File: src/rtl/mm_pkg.sv
// Shared types, constants and helpers for the matrix multiply block.
package mm_pkg;

    // Dimension registers and configuration port
    localparam int DIM_W       = 4;
    localparam int CFG_IDX_W   = 2;
    localparam logic [CFG_IDX_W-1:0] REG_ROW_COUNT    = 2'd0;
    localparam logic [CFG_IDX_W-1:0] REG_INNER_COUNT  = 2'd1;
    localparam logic [CFG_IDX_W-1:0] REG_COLUMN_COUNT = 2'd2;

    // Stream payload widths
    localparam int IN_TDATA_W  = 32;
    localparam int OUT_VALUE_W = 32;
    localparam int OUT_IDX_W   = 3;
    localparam int OUT_TDATA_W = 40;

    // Q16.16 result limits and rounding position
    localparam logic [OUT_VALUE_W-1:0] Q_MAX = 32'h7FFF_FFFF;
    localparam logic [OUT_VALUE_W-1:0] Q_MIN = 32'h8000_0000;
    localparam int FRAC_W = 16;

    // Job handed from the loader to the compute engine
    typedef struct packed {
        logic [DIM_W-1:0] rows;
        logic [DIM_W-1:0] inner;
        logic [DIM_W-1:0] cols;
    } job_t;

    // Stored element width: above 32 bits the input is a zero-extended word,
    // so one extra sign bit is enough to hold it.
    function automatic int elem_width(input int dw);
        return (dw > 32) ? 33 : dw;
    endfunction

endpackage

File: src/rtl/mm_front.sv
// Loader: configuration registers, element classification and store writes.
module mm_front import mm_pkg::*; #(
    parameter int MAX_DIM    = 8,
    parameter int DATA_WIDTH = 32
) (
    input  logic                                  clk,
    input  logic                                  rst_n,
    input  logic                                  cfg_valid,
    output logic                                  cfg_ready,
    input  logic [CFG_IDX_W-1:0]                  cfg_index,
    input  logic [DIM_W-1:0]                      cfg_data,
    input  logic                                  s_tvalid,
    output logic                                  s_tready,
    input  logic [IN_TDATA_W-1:0]                 s_tdata,
    input  logic                                  back_busy,
    input  logic                                  q_empty,
    output logic                                  left_we,
    output logic                                  right_we,
    output logic [$clog2(MAX_DIM*MAX_DIM)-1:0]    wr_addr,
    output logic [elem_width(DATA_WIDTH)-1:0]     wr_data,
    output logic                                  job_push,
    output job_t                                  job
);

    localparam int ELEM_W = elem_width(DATA_WIDTH);
    localparam int ADDR_W = $clog2(MAX_DIM*MAX_DIM);
    localparam int LP_W   = $clog2(2*MAX_DIM*MAX_DIM + 1);

    logic [DIM_W-1:0]   row_count_reg, inner_count_reg, column_count_reg;
    logic [LP_W-1:0]    lp_reg, lp_next;
    logic [DIM_W-1:0]   rows, inner, cols;
    logic [2*DIM_W-1:0] left_prod, right_prod;
    logic [LP_W-1:0]    left_n, total, lp_inc;
    logic               accept, cfg_hit, burst_done;

    function automatic logic [DIM_W-1:0] clamp_dim(input logic [DIM_W-1:0] v);
        logic [DIM_W-1:0] r;
        priority if (v == '0)
            r = DIM_W'(1);
        else if (v > DIM_W'(MAX_DIM))
            r = DIM_W'(MAX_DIM);
        else
            r = v;
        return r;
    endfunction

    // Effective dimensions and matrix sizes
    assign rows  = clamp_dim(row_count_reg);
    assign inner = clamp_dim(inner_count_reg);
    assign cols  = clamp_dim(column_count_reg);

    assign left_prod  = {{DIM_W{1'b0}}, rows} * {{DIM_W{1'b0}}, inner};
    assign right_prod = {{DIM_W{1'b0}}, inner} * {{DIM_W{1'b0}}, cols};
    assign left_n     = LP_W'(left_prod);
    assign total      = LP_W'(left_prod + right_prod);

    // Handshakes: take elements only when the engine no longer reads the stores
    assign cfg_ready = 1'b1;
    assign s_tready  = !back_busy && q_empty;
    assign accept    = s_tvalid && s_tready;
    assign cfg_hit   = cfg_valid && (cfg_index == REG_ROW_COUNT ||
                                     cfg_index == REG_INNER_COUNT ||
                                     cfg_index == REG_COLUMN_COUNT);

    // Classify the element as part of A or B
    assign lp_inc     = lp_reg + LP_W'(1);
    assign burst_done = accept && (lp_inc == total);
    assign left_we    = accept && (lp_reg < left_n);
    assign right_we   = accept && !(lp_reg < left_n);
    assign wr_addr    = (lp_reg < left_n) ? ADDR_W'(lp_reg) : ADDR_W'(lp_reg - left_n);
    assign wr_data    = ELEM_W'(s_tdata);

    assign job_push   = burst_done;
    assign job.rows   = rows;
    assign job.inner  = inner;
    assign job.cols   = cols;

    always_comb
    begin
        lp_next = lp_reg;
        priority if (cfg_hit)
            lp_next = '0;
        else if (burst_done)
            lp_next = '0;
        else if (accept)
            lp_next = lp_inc;
    end

    // Configuration registers and load position
    always_ff @(posedge clk or negedge rst_n)
    begin
        if (!rst_n)
        begin
            row_count_reg    <= DIM_W'(1);
            inner_count_reg  <= DIM_W'(1);
            column_count_reg <= DIM_W'(1);
            lp_reg           <= '0;
        end
        else
        begin
            if (cfg_valid)
            begin
                unique case (cfg_index)
                    REG_ROW_COUNT:    row_count_reg    <= cfg_data;
                    REG_INNER_COUNT:  inner_count_reg  <= cfg_data;
                    REG_COLUMN_COUNT: column_count_reg <= cfg_data;
                    default: ;
                endcase
            end
            lp_reg <= lp_next;
        end
    end

endmodule

File: config.mk
export PLATFORM = sky130hd
export DESIGN_NAME = mm_front
export DESIGN_NICKNAME = d
export VERILOG_FILES = /design/src/rtl/mm_pkg.sv /design/src/rtl/mm_front.sv
export SDC_FILE = /design/constraint.sdc
export NUM_CORES = 1
export LEC_CHECK = 0
export ABC_AREA = 1
export ABC_CLOCK_PERIOD_IN_PS = 9710
export BUFFER_PORTS_ARGS = -buffer_cell sky130_fd_sc_hd__buf_2
export CAP_MARGIN = 0
export CORE_ASPECT_RATIO = 2
export CORE_MARGIN = 8
export CORE_UTILIZATION = 32
export CTS_BUF_LIST = sky130_fd_sc_hd__clkbuf_8 sky130_fd_sc_hd__clkbuf_16
export CTS_CLUSTER_DIAMETER = 30
export DETAILED_ROUTE_END_ITERATION = 8
export SKIP_CTS_REPAIR_TIMING = 1
export SLEW_MARGIN = 20
export SYNTH_ARGS = -nofsm -noshare
export SYNTH_HDL_FRONTEND = slang
export SYNTH_SLANG_ARGS = --single-unit
File: constraint.sdc
create_clock -name clk -period 9.71 [get_ports clk]
set_input_delay 0.971 -clock clk [delete_from_list [all_inputs] [get_ports clk]]
set_output_delay 0.971 -clock clk [all_outputs]
set_load 0.01 [all_outputs]
### Word level (Yosys, flattened, before mapping)

Index checks and enable logic that the tools add are counted.

* bits in registers: 20
* input port bits: 44
* output and inout port bits: 55
* logic and storage cells: 44

* magnitude comparators: 4
* add/subtract/negate cells: 3
* muxes and demuxes: 10
* $mul: 2
* equality and inequality tests: 3
* reductions and logical operators: 18

Operators by type and width (count)
* $mux 4: 6
* $mux 8: 3
* $mul 4x4->8: 2
* $gt 4x4->1 const B: 3
* $logic_not 4->1: 3
* $add 8x1->8 const B: 1
* $add 8x8->8: 1
* $eq 8x8->1: 1
* $lt 8x8->1: 1
* $logic_and 1x1->1: 6
* $mux 6: 1
* $reduce_and 2->1: 3
* $sub 6x6->6: 1
* $reduce_bool 3->1: 1
* $eq 2x1->1 const B: 1
* $eq 2x2->1 const B: 1
* $logic_not 1->1: 2
* $logic_not 2->1: 1
* $logic_or 1x1->1: 2

### Longest topological paths before layout

Gate-level depths: netlist (run 1).

* depth after elaboration: 9
* depth in mapped cells: 29
* depth with buffers taken out: 29

### Least setup slack after synthesis (run 1)

No wires, ideal clock.

* kind: register to output
* from: register row_count_reg[0]
* to: output port job_push
* setup slack: 4.236 ns
* cell stages (with the launch flop): 23
* required time: 8.739 ns
* data arrival time: 4.503 ns
* buffers on the path: 0
* path through: dfstp_2 inv_1 a21oi_1 nand2_1 fa_1 fa_1 inv_1 fa_1 a21oi_1 o21bai_1 xor2_1 inv_1 fa_1 ha_1 nand2_1 inv_1 nand2_1 nand2_1 nor2_1 nand2_4 nand2_4 nor2_1 nor2_1

RTL lines
* start, declared: line mm_front.sv:29 `logic [DIM_W-1:0] row_count_reg, inner_count_reg, column_count_reg;`
* start signal, assigned: line mm_front.sv:104 `REG_ROW_COUNT: row_count_reg <= cfg_data;`
* end, declared: line mm_front.sv:21 `output logic job_push,`

### Worst setup path after layout (run 1)

* from: register row_count_reg[0]
* to: output port job_push

* word-level cells in the longest chain between the ends: 7
* elaborated cells on any way between the ends: 8
* classes of those cells: 1 x add/sub; 1 x mul; 1 x order compare; 1 x eq/ne; 2 x mux; 2 x reduce/logical

Ends and longest elaborated chain
* $gt 4x4->1: line mm_front.sv:40 `else if (v > DIM_W'(MAX_DIM))`
* $mux 4: line mm_front.sv:40
* $mux 4 *: line mm_front.sv:38 `priority if (v == '0)`
* $mul 4x4->8 *: line mm_front.sv:52 `assign left_prod = {{DIM_W{1'b0}}, rows} * {{DIM_W{1'b0}}, inner};`
* $add 8x8->8 *: line mm_front.sv:55 `assign total = LP_W'(left_prod + right_prod);`
* $eq 8x8->1 *: line mm_front.sv:67 `assign burst_done = accept && (lp_inc == total);`
* $logic_and 1x1->1 *: line mm_front.sv:67

Every way passes the cells marked *; elsewhere a longest branch is shown, timed or not.

==> impl_metrics.tcl, run 1 <==
set metrics [dict create \
    pin_count 99 \
    drt-pass1-iter-count 4 \
    ys_ff_latch 20 \
    fin_crit_ns 6.18 \
    die_x_um 85.3 \
    start_util_pct 32.9 \
    synth_area_per_cell_sq_um 6.87 \
    tns_ns 0 \
    grt_pass1_wl_um 13000 \
    critical_path_class "register to primary output" \
    cts-htree-levels 1 \
    grt_use_total_pct 12.5 \
    dieHeight_um 155 \
    core_sq_mm 0.00932 \
    final_hold_viol_count 0 \
    syn-cell-area_sq_mm 0.00307 \
    final_nets 538 \
    viasPerCell 4.73 \
    drive_gt1_share_pct 14.7 \
    nFillCells 1001 \
    start_kind "register" \
    clock_skew_ns 0.00189 \
    cp.arrival_ns 5.21 \
    fin_crit_sh_pct 63.6 \
    numPortBuffers 33 \
    cp.required_ns 8.74 \
    power_uw 521 \
    antenna_found_initial 0 \
    final_common_cell "nand2_1" \
    cp-end-kind "primary output" \
    final_cell_mix "nand2_1 (102), inv_1 (78), nor2_1 (47)" \
    ir_worst_vdd_mv 0.116 \
    drc_errors 0 \
    setup_violations 0 \
    routed_wl_um 7840 \
    cts_sinks 20 \
    overflow 0 \
    rsz0062_at_grt "no" \
    path_max_fanout 4 \
    syn_to_final_growth_pct 3.30 \
    dpl.hpwl_um 6900 \
    path_clk_slew_ns 0.06 \
    root_buffer "clkbuf_16" \
    holdCritPathClass "register to register" \
    largest_reg_flops 8 \
    cts_inserted_buffers 3 \
    drtIter0Drc 107 \
    ys.warnings.count 0 \
    powerDensity_mw_per_mm2 164 \
    final_antenna_net_count 0 \
    ys_types 33 \
    yosys.area.top_type "ha_1" \
    n_antenna_cell 0 \
    yosysTopAreaCellShare_pct 14.7 \
    ys_seq_area_share_pct 16.4 \
    place.gp.congestion 0.867 \
    outcome "completed" \
    wire_per_inst_um 14.3 \
    slew_violations 0 \
    cts_tree "yes" \
    num_vias 2590 \
    synthTopCellsByArea "ha_1 (15%), dfrtp_1 (14%), nand2_1 (12%)" \
    fmax_mhz 162 \
    grt_pass1_vias 2872 \
    grt_max_degree 21 \
    drv_cap 0 \
    hold_slack_ns 0.487 \
    p_leak_uw 0.00179 \
    std_cell_rows 50 \
    cts_buffer_depth 2 \
    syn_inst 447 \
    clock_latency_ns 0.25 \
    syn-num-nets 541 \
    dieArea_sq_mm 0.0132 \
]
-- routing by layer --
| metal | part of all wire [%] | wire (um) | track usage [%] | vias up |
|---|---|---|---|---|
| li1 | - | - | - | 1328 |
| met5 | 0 | 0 | 0 | - |
| met1 | 31 | 2440 | 9.63 | 1182 |
| met3 | 3.0 | 232 | 0.955 | 30 |
| met2 | 59 | 4650 | 26.6 | 50 |
| met4 | 6.5 | 510 | 8.92 | 0 |
-- Yosys cell counts --
library cell,n
a21oi_1,11
a21oi_2,1
a221oi_1,1
buf_2,1
buf_4,34
clkbuf_1,6
clkinv_1,2
conb_1,1
dfrtp_1,17
dfstp_2,3
fa_1,14
ha_1,36
inv_1,78
inv_2,2
inv_4,1
nand2_1,102
nand2_2,10
nand2_4,3
nand3_1,24
nand3_2,3
nand3_4,1
nand3b_1,4
nand4_1,3
nor2_1,47
nor2_4,3
nor3_1,2
nor3b_1,1
o21ai_0,20
o21bai_1,2
o21bai_2,1
or2_1,1
xnor2_1,4
xor2_1,8
-- power breakdown --
part	internal [uW]	leakage (uW)	switching, uW
Clock	62.8	0.0000442	31.2
Sequential	93.2	0.000255	9.85
Combinational	119	0.00149	206
-- worst max-delay path, stage by stage, from the launching register on --
cell and delay, ns:
dfstp_2 0.53, inv_1 0.03, a21oi_1 0.24, nand2_1 0.13
fa_1 0.52, fa_1 0.54, inv_1 0.06, fa_1 0.46
a21oi_1 0.21, o21bai_1 0.10, xor2_1 0.33, inv_1 0.10
fa_1 0.45, ha_1 0.35, nand2_1 0.10, inv_1 0.06
nand2_1 0.08, nand2_1 0.05, nor2_1 0.16, nand2_4 0.07
nand2_4 0.08, nand2_1 0.06, nand3_1 0.08, nor2_1 0.04
buf_2 0.13
-- worst paths after layout --
| check | start | endpoint | slack, ns | cells after the start |
|---|---|---|---|---|
| worst max-delay path | row_count_reg[0] | job_push | 3.53 | 24 |
| worst min-delay path | inner_count_reg[1] | inner_count_reg[1] | 0.49 | 2 |
| worst max register to register | row_count_reg[0] | lp_reg[5] | 4.52 | 25 |
| worst min register to register | inner_count_reg[1] | inner_count_reg[1] | 0.49 | 2 |
| max in group asynchronous | rst_n | column_count_reg[0] | 8.69 | 1 |
| min in group asynchronous | rst_n | column_count_reg[3] | 0.67 | 1 |
-- layout make-up --
type                            instances  area, sq um  share of cell area [%]
Multi-Input combinational cell        303         1970                    62.1
Timing Repair Buffer                   33          165                    5.21
Inverter                               83          314                    9.91
Sequential cell                        20          504                    15.9
Clock buffer                            4         88.8                    2.80
Tap cell                              104          130                    4.10
-- cells by family after synthesis --
kind of cell	Yosys count	share of synthesized area (%)
buf+inv	124	19.4
flops	20	16.4
xor+xnor	12	3.42
simple gates	204	30.3
other cells	1	0.122
compound gates	36	6.48
fa+ha+maj	50	23.8
-- stage by stage --
| step | instance area, sq um | util (%) | std cells | setup WS (ns) |
|---|---|---|---|---|
| after floorplan | 3070 | - | 447 | 4.24 |
| after detailed placement | 3080 | 33.1 | 543 | 3.81 |
| after CTS | 3170 | 34.0 | 547 | 3.53 |
| after global placement | 3080 | 33.1 | 543 | 3.83 |
| final | 3170 | 34.0 | 547 | 3.53 |
| after global routing | 3170 | 34.0 | 547 | 3.16 |
Note: power is estimated with default switching activity, not from simulation.
==> inputs of run 2 (changes only) <==
--- a/config.mk
+++ b/config.mk
@@ -6,7 +6,7 @@
 export NUM_CORES = 1
 export LEC_CHECK = 0
 export ABC_AREA = 1
-export ABC_CLOCK_PERIOD_IN_PS = 9710
+export ABC_CLOCK_PERIOD_IN_PS = 5900
 export BUFFER_PORTS_ARGS = -buffer_cell sky130_fd_sc_hd__buf_2
 export CAP_MARGIN = 0
 export CORE_ASPECT_RATIO = 2
==> constraint.sdc (replaced) <==
create_clock -name clk -period 5.9 [get_ports clk]
set_input_delay 0.59 -clock clk [delete_from_list [all_inputs] [get_ports clk]]
set_output_delay 0.59 -clock clk [all_outputs]
set_load 0.01 [all_outputs]
==> run 2 against run 1 <==
Compared with the run above:
- final area rose by 0.67%
- critical path depth decreased by 1
- sequential cell count did not move
- clock power grew 66%
- via count grew 2.0%
- count of clock-buffer cells in the layout unchanged
- sequential power rose by 65%
- critical path type unchanged
==> impl_metrics.tcl, run 2 (synthesis results as in run 1) <==
set metrics [dict create \
    critical_path_class "register to primary output" \
    numPortBuffers 33 \
    std_cell_rows 50 \
    dieArea_sq_mm 0.0132 \
    outcome "completed" \
    reg2reg_depth 24 \
    start_util_pct 32.9 \
    setup_violations 0 \
    fmax_mhz 179 \
    final_nets 539 \
    r2r_slack_ns 0.93 \
    wire_per_inst_um 14.4 \
    final_hold_viol_count 0 \
    largest_reg_flops 8 \
    nFillCells 981 \
    dpl.hpwl_um 6890 \
    cts_inserted_buffers 3 \
    path_max_fanout 11 \
    grt_pass1_vias 2838 \
    routed_wl_um 7900 \
    final_common_cell "nand2_1" \
    clock_skew_ns 0.00121 \
    place.gp.congestion 0.867 \
    cp.arrival_ns 4.99 \
    antenna_found_initial 0 \
    holdCritPathClass "input pin to async pin" \
    cts_buffer_depth 2 \
    hold_slack_ns 0.284 \
    slew_violations 0 \
    start_kind "register" \
    cp-end-kind "primary output" \
    cts_sinks 20 \
    cts-htree-levels 1 \
    path_clk_slew_ns 0.06 \
    cp.required_ns 5.31 \
    drive_gt1_share_pct 15.5 \
    overflow 0 \
    fin_crit_sh_pct 94.6 \
    final_cell_mix "nand2_1 (102), inv_1 (78), nor2_1 (46)" \
    dieHeight_um 155 \
    fin_crit_ns 5.58 \
    drc_errors 0 \
    powerDensity_mw_per_mm2 269 \
    ir_worst_vdd_mv 0.163 \
    clock_latency_ns 0.25 \
    grt_pass1_wl_um 13100 \
    cts_tree "yes" \
    root_buffer "clkbuf_16" \
    utilization_pct 34.2 \
    die_x_um 85.3 \
    viasPerCell 4.82 \
    final_antenna_net_count 0 \
    drv_cap 0 \
    grt_use_total_pct 12.6 \
    pin_count 99 \
    p_leak_uw 0.00179 \
    n_antenna_cell 0 \
    num_vias 2641 \
    drtIter0Drc 108 \
    syn_to_final_growth_pct 4.00 \
    grt_max_degree 21 \
    drt-pass1-iter-count 4 \
    core_sq_mm 0.00932 \
]
run 2: path summary, 6_finish.rpt:
path / start / to
max: inner_count_reg[3] / job_push
min: rst_n / column_count_reg[3]
min reg2reg: row_count_reg[2] / row_count_reg[2]
min in group clk: row_count_reg[2] / row_count_reg[2]
max reg2reg: inner_count_reg[3] / lp_reg[5]
max in group asynchronous: rst_n / row_count_reg[0]
run 2: critical path, cell delays in order, from the launching register on:
cell and delay (ns):
dfrtp_1 0.52, nor2_1 0.28, nand2_1 0.10, fa_1 0.47, fa_1 0.54, inv_1 0.07
fa_1 0.45, a21oi_1 0.21, o21bai_1 0.13, xor2_2 0.21, inv_1 0.07, fa_1 0.44
ha_1 0.35, nand2_1 0.10, inv_1 0.06, nand2_1 0.08, nand2_1 0.05, nor2_1 0.16
nand2_4 0.07, nand2_4 0.08, nand2_1 0.06, nand3_1 0.08, nor2_1 0.04, buf_2 0.13
run 2: routing by layer:
layer	global-route usage, %	up-vias	wire length, um
met4	9.43	0	609
met2	26.2	54	4620
met5	0	-	0
li1	-	1334	-
met3	0.955	37	223
met1	10.1	1216	2460
run 2: layout make-up:
| cell class | count | area [sq um] | area share (%) |
|---|---|---|---|
| Multi-Input combinational cell | 303 | 1980 | 62.1 |
| Inverter | 83 | 314 | 9.84 |
| Tap cell | 104 | 130 | 4.08 |
| Timing Repair Buffer | 34 | 173 | 5.41 |
| Clock buffer | 4 | 88.8 | 2.78 |
| Sequential cell | 20 | 504 | 15.8 |
run 2: report_power, final:
part / leakage (uW) / total [uW] / switching [uW] / internal [uW]
registers: 0.000255 / 170 / 16.8 / 153
logic: 0.00150 / 533 / 336 / 197
clock network: 0.0000442 / 156 / 52.4 / 103
total: 0.00179 / 860 / 406 / 454
run 2: metrics by stage:
stage	instances	setup WS (ns)	power (uW)	area (sq um)	TNS (ns)
4_1_cts	547	0.0464	867	3170	0
5_1_grt	548	-0.0154	951	3190	-0.0154
2_1_floorplan	447	0.807	585	3070	0
3_5_place_dp	543	0.376	704	3080	0
6_report	548	0.318	860	3190	0
3_3_place_gp	543	0.404	698	3080	0
==> inputs of run 3 (changes only) <==
--- a/config.mk
+++ b/config.mk
@@ -15,6 +15,8 @@
 export CTS_BUF_LIST = sky130_fd_sc_hd__clkbuf_8 sky130_fd_sc_hd__clkbuf_16
 export CTS_CLUSTER_DIAMETER = 30
 export DETAILED_ROUTE_END_ITERATION = 8
+export HOLD_SLACK_MARGIN = 0.03
+export REMOVE_ABC_BUFFERS = 1
 export SKIP_CTS_REPAIR_TIMING = 1
 export SLEW_MARGIN = 20
 export SYNTH_ARGS = -nofsm -noshare
==> run 3 against run 2 <==
Compared with the run above:
- largest cell class unchanged
- critical endpoint unchanged
- worst setup slack worse by 0.017 ns
- cell count is the same
- die area unchanged
- non-clock buffer count did not move
- highest routed layer is now met5
- combinational power increased by 0.8%
- sequential cell count stayed put
- wire length grew 18%
- count of clock-buffer cells in the layout decreased by 1
- core utilization decreased by 0.094 points
==> impl_metrics.tcl, run 3 (synthesis results as in run 1) <==
set metrics [dict create \
    syn_to_final_growth_pct 3.71 \
    cts_tree "yes" \
    p_leak_uw 0.00179 \
    nFillCells 981 \
    drt-pass1-iter-count 4 \
    grt_use_total_pct 14.5 \
    drc_errors 0 \
    place.gp.congestion 0.876 \
    powerDensity_mw_per_mm2 268 \
    intPower_uw 441 \
    outcome "completed" \
    n_antenna_cell 0 \
    dieArea_sq_mm 0.0132 \
    place_area_sq_mm 0.00308 \
    largest_reg_flops 8 \
    start_kind "register" \
    final_hold_viol_count 0 \
    cts_sinks 20 \
    antenna_found_initial 0 \
    drv_cap 0 \
    swShare_pct 48.3 \
    hold_slack_ns 0.291 \
    numPortBuffers 33 \
    setup_violations 0 \
    final_area_sq_mm 0.00318 \
    wire_per_inst_um 17.1 \
    root_buffer "clkbuf_16" \
    die_x_um 85.3 \
    final_cell_mix "nand2_1 (102), inv_1 (79), nor2_1 (47)" \
    fin_crit_ns 5.60 \
    critical_path_class "register to primary output" \
    cts-htree-levels 1 \
    holdCritPathClass "input pin to async pin" \
    p_switching_uw 412 \
    power_frac_clock_pct 17.1 \
    clock_skew_ns 0.00171 \
    dpl.hpwl_um 8100 \
    final_nets 539 \
    path_max_fanout 4 \
    cp.required_ns 5.31 \
    ir_worst_vdd_mv 0.150 \
    path_clk_slew_ns 0.06 \
    rsz0062_at_grt "no" \
    fmax_mhz 179 \
    slew_violations 0 \
    clock_latency_ns 0.26 \
    grt_pass1_vias 2868 \
    cp-end-kind "primary output" \
    fin_crit_sh_pct 94.9 \
    cp.arrival_ns 5.01 \
    routed_wl_um 9360 \
    start_util_pct 32.9 \
    comb_power_share_pct 63.0 \
    final_common_cell "nand2_1" \
    dieHeight_um 155 \
    core_sq_mm 0.00932 \
    std_cell_rows 50 \
    viasPerCell 4.99 \
    grt_max_degree 21 \
    overflow 0 \
    grt_pass1_wl_um 14600 \
    p_seq_share_pct 19.9 \
    pin_count 99 \
    final_antenna_net_count 0 \
    tns_ns 0 \
    num_vias 2736 \
    drtIter0Drc 121 \
    cts_inserted_buffers 3 \
    cts_buffer_depth 2 \
    drive_gt1_share_pct 15.3 \
]
==> run 3: cell types whose count changed in the layout (fill, tap and decap cells not counted), sizes merged <==
cell | previous run | this run
clkbuf | 4 | 3
inv | 81 | 82
==> run 3: worst max-delay path, stage by stage, from the launching register on <==
cell and delay [ns]:
dfstp_2 0.53, inv_1 0.05, a21oi_2 0.18, nand2_1 0.12
fa_1 0.53, fa_1 0.54, inv_1 0.06, fa_1 0.47
a21oi_2 0.20, o21bai_1 0.12, xor2_2 0.19, inv_1 0.07
fa_1 0.43, ha_1 0.35, nand2_1 0.10, inv_1 0.06
nand2_1 0.09, nand2_1 0.05, nor2_1 0.17, nand2_4 0.07
nand2_4 0.07, nand2_1 0.05, nand3_1 0.08, nor2_1 0.04
buf_2 0.13
==> run 3: worst paths after layout <==
| kind | from | to | slack, ns | cells after the start |
|---|---|---|---|---|
| min in group clk | inner_count_reg[0] | inner_count_reg[0] | 0.49 | 2 |
| min reg2reg | inner_count_reg[0] | inner_count_reg[0] | 0.49 | 2 |
| max reg2reg | row_count_reg[0] | lp_reg[1] | 0.90 | 25 |
| min | rst_n | column_count_reg[2] | 0.29 | 1 |
| max in group asynchronous | rst_n | column_count_reg[0] | 5.25 | 1 |
| max | row_count_reg[0] | job_push | 0.30 | 24 |
==> run 3: cell type report <==
cell class                      instances  area (sq um)  share of cell area, %
Timing Repair Buffer                   34           173                   5.42
Clock inverter                          1          3.75                  0.118
Tap cell                              104           130                   4.09
Multi-Input combinational cell        303          1980                   62.3
Clock buffer                            3          75.1                   2.36
Inverter                               83           314                   9.87
Sequential cell                        20           504                   15.8
==> run 3: stage by stage <==
step | util (%) | setup WS, ns | instances | power, uW
2_1_floorplan | - | 0.807 | 406 | 556
3_3_place_gp | 33.1 | 0.368 | 543 | 697
3_5_place_dp | 33.1 | 0.299 | 543 | 705
4_1_cts | 33.9 | 0.0125 | 547 | 855
5_1_grt | 34.1 | 0.00614 | 548 | 934
6_report | 34.1 | 0.301 | 548 | 853
==> run 3: power groups by stage <==
stage / clock network, uW / logic, uW / registers [uW]
final: 146 / 537 / 170
after global placement: 0 / 526 / 171
after floorplan: 0 / 387 / 169
after detailed placement: 0 / 533 / 172
after global routing: 152 / 609 / 172
after CTS: 147 / 539 / 170
==> run 3: layer usage <==
metal  routed length [um]  track usage, %  part of all wire (%)
met5                   35            3.70                  0.37
met4                  538            8.25                   5.7
met3                  665            4.72                   7.1
met2                 5050            27.2                    54
met1                 3070            12.7                    33
